`src/design/lfcd_pkg.sv`:
```
package lfcd_pkg;

  localparam logic [7:0]  StartByte   = 8'h23;  // '#'
  localparam logic [7:0]  SepByte     = 8'h7C;  // '|'
  localparam logic [7:0]  NulByte     = 8'h00;
  localparam logic [15:0] HeaderLen   = 16'd3;
  localparam logic [15:0] ResetMaxLen = 16'd1024;
  localparam int          MaxResults  = 3;

  typedef enum logic [2:0] {
    KIND_CMD_BYTE  = 3'd0,
    KIND_CMD_END   = 3'd1,
    KIND_DONE      = 3'd2,
    KIND_BAD_START = 3'd3,
    KIND_TRUNC     = 3'd4,
    KIND_BAD_LEN   = 3'd5
  } kind_e;

  typedef enum logic [1:0] {
    PH_IDLE    = 2'd0,
    PH_LEN_HI  = 2'd1,
    PH_LEN_LO  = 2'd2,
    PH_PAYLOAD = 2'd3
  } phase_e;

  typedef struct packed {
    kind_e      kind;
    logic [7:0] data;
    logic       last;
  } res_t;

  // Results caused by one input word, slot 0 goes out first.
  typedef struct packed {
    logic [1:0]           count;
    res_t [MaxResults-1:0] slot;
  } grp_t;

endpackage

```
`src/design/length_framed_command_deframer.sv`:
```
// Length-framed command deframer. Bytes arrive one per word on the slave
// stream (tdata = data byte, tuser = chunk start flag). A frame is '#', a
// 16-bit big-endian total length that includes the three header bytes, then
// the payload, which is cut at '|' into commands (empty ones skipped) and
// ended early by a NUL. Each result word carries its kind in tuser, the
// command byte in tdata (zero for other kinds) and tlast on the final
// result caused by one input byte. One byte is taken per cycle unless the
// output stalls; a byte with two or three results (frame end) holds tready
// low until they drain from the single output register, one per ready cycle.
// max_length (APB offset 0x0, reset 1024) bounds the accepted frame length
// and should only be written while the stream is idle.
module length_framed_command_deframer
  import lfcd_pkg::*;
(
  input  logic        clk_i,
  input  logic        rst_ni,
  // slave stream
  input  logic        s_axis_tvalid,
  output logic        s_axis_tready,
  input  logic [7:0]  s_axis_tdata,   // [7:0] data_byte
  input  logic [0:0]  s_axis_tuser,   // [0] chunk_start
  // master stream
  output logic        m_axis_tvalid,
  input  logic        m_axis_tready,
  output logic [7:0]  m_axis_tdata,   // [7:0] out_byte
  output logic [2:0]  m_axis_tuser,   // [2:0] kind
  output logic        m_axis_tlast,
  // APB config
  input  logic        psel,
  input  logic        penable,
  input  logic        pwrite,
  input  logic [2:0]  paddr,
  input  logic [31:0] pwdata,
  output logic [31:0] prdata,
  output logic        pready
);

  logic [15:0] max_len;
  logic        fire;
  logic        can_load;
  grp_t        grp;
  res_t        res;

  // a new byte goes in when the output register is free or frees this cycle
  assign s_axis_tready = can_load;
  assign fire          = s_axis_tvalid & can_load;

  lfcd_cfg u_cfg (
    .clk_i     (clk_i),
    .rst_ni    (rst_ni),
    .psel      (psel),
    .penable   (penable),
    .pwrite    (pwrite),
    .paddr     (paddr),
    .pwdata    (pwdata),
    .prdata    (prdata),
    .pready    (pready),
    .max_len_o (max_len)
  );

  // frame parser: state registers plus the result group for one byte
  lfcd_core u_core (
    .clk_i         (clk_i),
    .rst_ni        (rst_ni),
    .fire_i        (fire),
    .data_i        (s_axis_tdata),
    .chunk_start_i (s_axis_tuser[0]),
    .max_len_i     (max_len),
    .grp_o         (grp)
  );

  // result register, drained one word per cycle while m_axis_tready is high
  lfcd_obuf u_obuf (
    .clk_i      (clk_i),
    .rst_ni     (rst_ni),
    .fire_i     (fire),
    .grp_i      (grp),
    .can_load_o (can_load),
    .m_valid_o  (m_axis_tvalid),
    .m_ready_i  (m_axis_tready),
    .m_res_o    (res)
  );

  assign m_axis_tdata = res.data;
  assign m_axis_tuser = res.kind;
  assign m_axis_tlast = res.last;

endmodule

```
`src/design/lfcd_cfg.sv`:
```
module lfcd_cfg
  import lfcd_pkg::*;
(
  input  logic        clk_i,
  input  logic        rst_ni,
  input  logic        psel,
  input  logic        penable,
  input  logic        pwrite,
  input  logic [2:0]  paddr,
  input  logic [31:0] pwdata,
  output logic [31:0] prdata,
  output logic        pready,
  output logic [15:0] max_len_o
);

  logic [15:0] max_len_q, max_len_d;
  logic        wr_en;

  assign pready = 1'b1;
  assign wr_en  = psel & penable & pwrite & (paddr[2] == 1'b0);

  always_comb begin
    max_len_d = max_len_q;
    if (wr_en) begin
      max_len_d = pwdata[15:0];
    end
  end

  always_ff @(posedge clk_i or negedge rst_ni) begin
    if (!rst_ni) begin
      max_len_q <= ResetMaxLen;
    end else begin
      max_len_q <= max_len_d;
    end
  end

  assign prdata    = (paddr[2] == 1'b0) ? {16'd0, max_len_q} : 32'd0;
  assign max_len_o = max_len_q;

endmodule

```
`src/design/lfcd_core.sv`:
```
module lfcd_core
  import lfcd_pkg::*;
(
  input  logic        clk_i,
  input  logic        rst_ni,
  input  logic        fire_i,
  input  logic [7:0]  data_i,
  input  logic        chunk_start_i,
  input  logic [15:0] max_len_i,
  output grp_t        grp_o
);

  phase_e      phase_q, phase_d;
  logic [7:0]  len_hi_q, len_hi_d;
  logic [15:0] left_q, left_d;
  logic        tok_q, tok_d;
  logic        ended_q, ended_d;
  logic        text_q, text_d;

  always_comb begin
    logic [1:0]  n;
    logic [15:0] len;
    logic [15:0] left_dec;
    phase_d  = phase_q;
    len_hi_d = len_hi_q;
    left_d   = left_q;
    tok_d    = tok_q;
    ended_d  = ended_q;
    text_d   = text_q;
    grp_o    = '0;
    n        = 2'd0;
    len      = {len_hi_q, data_i};
    left_dec = left_q - 16'd1;

    if (chunk_start_i && data_i == StartByte) begin
      // forced resync: an open frame is dropped
      if (phase_q != PH_IDLE) begin
        grp_o.slot[n].kind = KIND_TRUNC;
        n = n + 2'd1;
      end
      left_d  = '0;
      tok_d   = 1'b0;
      ended_d = 1'b0;
      text_d  = 1'b0;
      phase_d = PH_LEN_HI;
    end else begin
      case (phase_q)
        PH_IDLE: begin
          if (data_i == StartByte) begin
            left_d  = '0;
            tok_d   = 1'b0;
            ended_d = 1'b0;
            text_d  = 1'b0;
            phase_d = PH_LEN_HI;
          end else begin
            grp_o.slot[n].kind = KIND_BAD_START;
            n = n + 2'd1;
          end
        end
        PH_LEN_HI: begin
          len_hi_d = data_i;
          phase_d  = PH_LEN_LO;
        end
        PH_LEN_LO: begin
          if (len < HeaderLen || len > max_len_i) begin
            grp_o.slot[n].kind = KIND_BAD_LEN;
            n = n + 2'd1;
            phase_d = PH_IDLE;
          end else if (len == HeaderLen) begin
            phase_d = PH_IDLE;
          end else begin
            left_d  = len - HeaderLen;
            tok_d   = 1'b0;
            ended_d = 1'b0;
            text_d  = 1'b0;
            phase_d = PH_PAYLOAD;
          end
        end
        PH_PAYLOAD: begin
          if (!ended_q) begin
            if (data_i == NulByte) begin
              ended_d = 1'b0 | 1'b1;
              if (tok_q) begin
                grp_o.slot[n].kind = KIND_CMD_END;
                n = n + 2'd1;
              end
              tok_d = 1'b0;
            end else begin
              text_d = 1'b1;
              if (data_i == SepByte) begin
                if (tok_q) begin
                  grp_o.slot[n].kind = KIND_CMD_END;
                  n = n + 2'd1;
                end
                tok_d = 1'b0;
              end else begin
                grp_o.slot[n].kind = KIND_CMD_BYTE;
                grp_o.slot[n].data = data_i;
                n = n + 2'd1;
                tok_d = 1'b1;
              end
            end
          end
          left_d = left_dec;
          if (left_dec == 16'd0) begin
            if (tok_d) begin
              grp_o.slot[n].kind = KIND_CMD_END;
              n = n + 2'd1;
            end
            if (text_d) begin
              grp_o.slot[n].kind = KIND_DONE;
              n = n + 2'd1;
            end
            left_d  = '0;
            tok_d   = 1'b0;
            ended_d = 1'b0;
            text_d  = 1'b0;
            phase_d = PH_IDLE;
          end
        end
        default: begin
          phase_d = PH_IDLE;
        end
      endcase
    end

    if (n != 2'd0) begin
      grp_o.slot[n - 2'd1].last = 1'b1;
    end
    grp_o.count = n;
  end

  always_ff @(posedge clk_i or negedge rst_ni) begin
    if (!rst_ni) begin
      phase_q  <= PH_IDLE;
      len_hi_q <= '0;
      left_q   <= '0;
      tok_q    <= 1'b0;
      ended_q  <= 1'b0;
      text_q   <= 1'b0;
    end else if (fire_i) begin
      phase_q  <= phase_d;
      len_hi_q <= len_hi_d;
      left_q   <= left_d;
      tok_q    <= tok_d;
      ended_q  <= ended_d;
      text_q   <= text_d;
    end
  end

endmodule

```
`src/design/lfcd_obuf.sv`:
```
module lfcd_obuf
  import lfcd_pkg::*;
(
  input  logic       clk_i,
  input  logic       rst_ni,
  input  logic       fire_i,
  input  grp_t       grp_i,
  output logic       can_load_o,
  output logic       m_valid_o,
  input  logic       m_ready_i,
  output res_t       m_res_o
);

  res_t [MaxResults-1:0] ent_q;
  logic [1:0]            cnt_q, cnt_d;
  logic [1:0]            idx_q, idx_d;
  logic                  pop;
  logic                  load;

  assign m_valid_o  = (cnt_q != 2'd0);
  assign pop        = m_valid_o & m_ready_i;
  assign can_load_o = (cnt_q == 2'd0) | ((cnt_q == 2'd1) & pop);
  assign load       = fire_i & (grp_i.count != 2'd0);
  assign m_res_o    = ent_q[idx_q];

  always_comb begin
    cnt_d = cnt_q;
    idx_d = idx_q;
    if (load) begin
      cnt_d = grp_i.count;
      idx_d = 2'd0;
    end else if (pop) begin
      cnt_d = cnt_q - 2'd1;
      idx_d = idx_q + 2'd1;
    end
  end

  always_ff @(posedge clk_i or negedge rst_ni) begin
    if (!rst_ni) begin
      cnt_q <= 2'd0;
      idx_q <= 2'd0;
    end else begin
      cnt_q <= cnt_d;
      idx_q <= idx_d;
    end
  end

  always_ff @(posedge clk_i) begin
    if (load) begin
      ent_q <= grp_i.slot;
    end
  end

`ifndef SYNTHESIS
  a_cnt_range: assert property (@(posedge clk_i) disable iff (!rst_ni)
    cnt_q != 2'd3 || idx_q == 2'd0)
    else $error("output group overruns its slots");

  a_idx_bound: assert property (@(posedge clk_i) disable iff (!rst_ni)
    ({1'b0, idx_q} + {1'b0, cnt_q}) <= 3'd3)
    else $error("read index past loaded group");

  a_last_final: assert property (@(posedge clk_i) disable iff (!rst_ni)
    m_valid_o && m_res_o.last |-> cnt_q == 2'd1)
    else $error("last flag before final result of a word");

  a_drain_cont: assert property (@(posedge clk_i) disable iff (!rst_ni)
    pop && cnt_q > 2'd1 |=> m_valid_o)
    else $error("pending results dropped");

  a_no_lost_load: assert property (@(posedge clk_i) disable iff (!rst_ni)
    load |-> can_load_o)
    else $error("group loaded over undelivered results");
`endif

endmodule
```
`config.mk`:
```
export PLATFORM = sky130hd
export DESIGN_NAME = length_framed_command_deframer
export DESIGN_NICKNAME = d
export VERILOG_FILES = /design/src/design/lfcd_pkg.sv /design/src/design/length_framed_command_deframer.sv /design/src/design/lfcd_cfg.sv /design/src/design/lfcd_core.sv /design/src/design/lfcd_obuf.sv
export SDC_FILE = /design/constraint.sdc
export NUM_CORES = 1
export LEC_CHECK = 0
export BUFFER_PORTS_ARGS = -buffer_cell sky130_fd_sc_hd__buf_2
export CAP_MARGIN = 20
export CELL_PAD_IN_SITES_DETAIL_PLACEMENT = 0
export CELL_PAD_IN_SITES_GLOBAL_PLACEMENT = 2
export CORE_AREA = 2 2 116 118
export CTS_CLUSTER_DIAMETER = 120
export DETAILED_ROUTE_END_ITERATION = 12
export DIE_AREA = 0 0 118 120
export PLACE_DENSITY_LB_ADDON = 0.3
export SKIP_CTS_REPAIR_TIMING = 1
export SYNTH_ARGS = -nofsm -noshare
export SYNTH_HDL_FRONTEND = slang
export SYNTH_SLANG_ARGS = --single-unit
```
`constraint.sdc`:
```
create_clock -name clk_i -period 5.85 [get_ports clk_i]
set_input_delay 0.585 -clock clk_i [delete_from_list [all_inputs] [get_ports clk_i]]
set_output_delay 0.585 -clock clk_i [all_outputs]
set_load 0.01 [all_outputs]
```
[Word level (Yosys, flattened, before mapping)]
Index checks and enable logic that the tools add are counted.
Cells by class
  magnitude comparators: 9
  add/subtract/negate cells: 7
  bitwise logic cells: 10
  muxes and demuxes: 92
  eq/ne operators: 11
  reduce and logical (&&, ||, !) cells: 17
Operator list (number)
  $mux 36: 7
  $bwmux 36: 3
  $mux 16: 6
  $demux 12 s2: 3
  $mux 24: 2
  $pmux 16 s3: 1
  $mux 2: 22
  $mux 12: 3
  $mux 11: 3
  $mux 1: 26
  $bmux 12 s2: 1
  $mux 9: 2
  $eq 16x2->1 const B: 1
  $gt 16x16->1: 1
  $logic_not 16->1: 1
  $lt 16x2->1 const B: 1
  $mux 8: 2
  $sub 16x1->16 const B: 1
  $sub 16x2->16 const B: 1
  $mux 3: 5
  $lt 2x3->1 const B: 4
  $pmux 1 s3: 3
  $pmux 3 s3: 1
  $eq 8x6->1 const B: 1
  21 further kinds: 45
Word-level totals
  register bits: 85
  input port bits: 51

[Longest topological paths before layout]
  word-level depth: 23
  mapped depth: 13

[By module]
Synthesis repeated with hierarchy kept, for this count alone.
Second synthesis, totals
  cell total of the unflattened synthesis: 550
  area, all modules: 5549.1 µm²
Modules (own cells, without submodules)
  lfcd_core: sequential area each 725.7 µm², cells each 378, times used 1, area each 3040.4 µm²
  lfcd_obuf: sequential area each 1181.1 µm², cells each 101, times used 1, area each 1601.5 µm²
  lfcd_cfg: sequential area each 401.6 µm², cells each 70, times used 1, area each 900.9 µm²
  length_framed_command_deframer: sequential area each 0.0 µm², cells each 1, times used 1, area each 6.3 µm²

[Least setup slack after synthesis]
No wires, ideal clock.
  path kind: register to register
  from: register u_core.left_q[2]
  to: register u_obuf.ent_q[0] (netlist name), enable pin
  cell stages (with the launch flop): 8
  arrival: 2.942 ns
  library setup time: 0.383 ns
  path buffers: 1
  clock period less this slack: 3.326 ns
  data required time: 5.467 ns
  path slack: 2.524 ns
  path through: dfrtp_1 > buf_6 > or4_4 > or3_1 > a22o_1 > nor4_2 > nand4b_1 > a41oi_2
Between the ends
  longest elaborated chain between the ends: 7
RTL lines
  start, declared: line lfcd_core.sv:15  | logic [15:0] left_q, left_d;
  start signal, assigned: line lfcd_core.sv:144  | left_q <= left_d;
  $sub 16x1->16: line lfcd_core.sv:33  | left_dec = left_q - 16'd1;
  $logic_not 16->1: line lfcd_core.sv:105  | if (left_dec == 16'd0) begin
  $mux 2: line lfcd_core.sv:105
  $pmux 2 s3: line lfcd_core.sv:47  | case (phase_q)
  $mux 2: line lfcd_core.sv:35  | if (chunk_start_i && data_i == StartByte) begin
  $reduce_bool 2->1: line lfcd_obuf.sv:23  | assign load = fire_i & (grp_i.count != 2'd0);
  $and 1x1->1: line lfcd_obuf.sv:23
  via u_obuf.load: line lfcd_obuf.sv:18  | logic load;
  end signal, assigned: line lfcd_obuf.sv:50  | ent_q <= grp_i.slot;
  end, declared: line lfcd_obuf.sv:14  | res_t [MaxResults-1:0] ent_q;
The timed path passes the listed nets, and every way through them passes these cells.
A chain may end at the register's enable or synchronous reset.

[Worst setup path in the final report]
  from: register u_core.left_q[2]
  to: register u_obuf.ent_q[1] (netlist name), enable pin
Same word-level chain as after synthesis.

==> out/metrics.yaml <==
dpl.hpwl_um: 9210
synth.distinct_cells: 64
slew_viol_final: 0
critPathLaunch: "u_core.left_q[2]$_DFFE_PN0P_"
worstSetupPathType: "register to register"
gr-usage-met2: 0.303
required_ps: 5810
cp-start-kind: "register"
die_w_um: 118
setup_viol: 0
start_util: 0.353
area_growth_pct: 15.5
status: "finished clean"
synthArstFlopShare: 0.742
grt_pass1_vias: 3920
ant_nets: 0
synth_top_area_cell: "dfrtp_1"
grt_util_met1: 0.243
postSynthCellCount: 501
cts.sinks: 66
syn-cell-area_um2: 4580
grt_usage: 0.187
gp_congestion: 0.824
yosys_warnings: 0
numCtsBuffers: 9
clk_latency_ps: 340
io_pins: 98
rsz0062_at_grt: "no"
grt.busiest_layer: "met2"
post-route-util: 0.407
mostFrequentLayoutCells: "buf_2, dfrtp_1, nor2_1"
antenna_cells: 0
synth.top_cells.by_area: "dfrtp_1, edfxtp_1, ha_1, mux2_2, nor2_1"
final_common_cell: "buf_2"
grt_use_met3: 0.0418
cp-end-kind: "register"
avgRoutedWirePerCell_um: 17.0
finClkSkew_ps: 5.17
dieArea_um2: 14200
row_count: 42
p_per_area_nw_per_um2: 472
p_leak_uw: 0.00241
drc: 0
vias_per_cell: 5.24
drive_gt1_frac: 0.215
grt_max_degree: 50
cts_tree: "yes"
antenna_found_initial: 0
synth-seq-area-share: 0.380
dr.pass1.iters: 4
fill_cells: 1359
port_buffers: 62
irDropWorstVdd_mv: 0.132
ys.flop_type: "dfrtp_1"
fmax_ghz: 0.258
wl_um: 12500
drtIter0Drc: 164
min_period_ps: 3880
die_h_um: 120
grt_pass1_wl_um: 20600
core-area_um2: 13000
cp_max_fo: 19
place_area_um2: 4960
clkSlewWorstSetupHoldPaths_ps: 60
worst_pin_slew_ps: 1130
synth_edf_count: 17
final-hold-violation-count: 0
grt_overflow: 0
fin_crit_sh: 0.663
vias: 3846
tns_ps: 0
ys_ff_latch: 66
root_buffer: "clkbuf_16"
cts_max_level: 3
synth_top_area_share: 0.262
slew_headroom: 0.247
syn_avg_cell_area_um2: 9.14
r2r-start: "u_core.left_q[2]$_DFFE_PN0P_"
fin_area_um2: 5290
critPathArrivalTime_ps: 3840
clk_path_buf_depth: 2
maxCapViolations: 0
fin_nets: 628
hold_class: "input pin to async pin"
[worst paths after layout]
check                      slack [ps]                              end  depth (start not counted)
max in group asynchronous        5020    u_core.left_q[14]$_DFFE_PN0P_                          2
setup / recovery                 1970    u_obuf.ent_q[1]$_SDFFCE_PP0P_                          6
setup reg to reg                 1970    u_obuf.ent_q[1]$_SDFFCE_PP0P_                          6
hold reg to reg                   500  u_cfg.max_len_o[15]$_DFFE_PN0P_                          1
min in group clk_i                470  u_cfg.max_len_o[15]$_DFFE_PN0P_                          2
hold / removal                    370      u_obuf.idx_q[0]$_DFFE_PN0P_                          2
[per-stage QoR]
stage	std cells	power, uW	setup WS (ps)	hold slack (ps)
after detailed placement	717	1910	1830	494
after CTS	733	2520	1950	400
after global placement	717	1890	1880	488
final	734	2500	1970	366
after global routing	734	2700	1660	428
after floorplan	516	1590	2520	289
[cell type report]
type / count / area [um^2] / area share
well taps: 176 / 220 / 0.0416
inverters: 27 / 101 / 0.0192
multi-input cells: 384 / 2580 / 0.488
clock inverters: 6 / 91.3 / 0.0173
repair buffers: 65 / 330 / 0.0625
clock buffers: 10 / 229 / 0.0433
flip-flops and latches: 66 / 1740 / 0.329
[cell usage after synthesis, types with 3 or more instances]
master	n
a32oi_1	4
xor2_1	9
nor4_1	7
o22ai_1	4
a21o_1	8
o31ai_1	3
clkbuf_1	21
buf_4	17
or4_1	3
nand4_1	10
o211ai_1	5
ha_1	24
mux2_2	23
o32ai_1	4
nand3_1	15
nor2_1	44
o21ai_0	19
nand2b_1	4
a31oi_1	4
nor2b_1	9
nand2_1	39
and2_1	16
a31o_2	4
o21ai_1	4
a21oi_1	22
or3_1	4
a211oi_1	3
nor3_1	14
mux2i_1	4
xnor2_1	14
or2_2	3
a22o_1	9
inv_1	27
edfxtp_1	17
dfrtp_1	48
[worst max-delay path, cell delays in order, from the launching register on]
cell and delay [ps]:
dfrtp_1 470, or4_4 600, or3_1 390, a22o_1 270, nor4_2 660, nand4b_1 200, a41oi_2 890
[kinds of logic (layout without fill, tap and decap cells)]
group | Yosys count | count (layout) | synth area share
DFF | 66 | 66 | 0.380
adders and majority gates | 24 | 24 | 0.0656
buffers and inverters | 66 | 108 | 0.0697
and+or+nand+nor | 185 | 185 | 0.212
other | 2 | 17 | 0.00164
xor gates and xnor gates | 23 | 23 | 0.0440
AOI/OAI and AO/OA | 108 | 108 | 0.163
muxes | 27 | 27 | 0.0653
[power breakdown]
group,switching (uW),internal (uW),total [uW]
Clock,217,375,592
Sequential,162,634,796
Combinational,656,452,1110
[per-layer routing]
metal	vias to the layer above	wire length, um
met3	23	555
met5	-	0
met2	86	5950
li1	1880	-
met1	1857	5650
met4	0	304
[flip-flops by register name, indices dropped and copies added (netlist names)]
name             cells
u_obuf.ent_q        17
u_cfg.max_len_o     16
u_core.left_q       16
u_core.len_hi_q      8
u_core.phase_q       2
u_obuf.cnt_q         2
u_obuf.idx_q         2
u_core.ended_q       1
u_core.text_q        1
u_core.tok_q         1
Note: power is estimated with default switching activity, not from simulation.
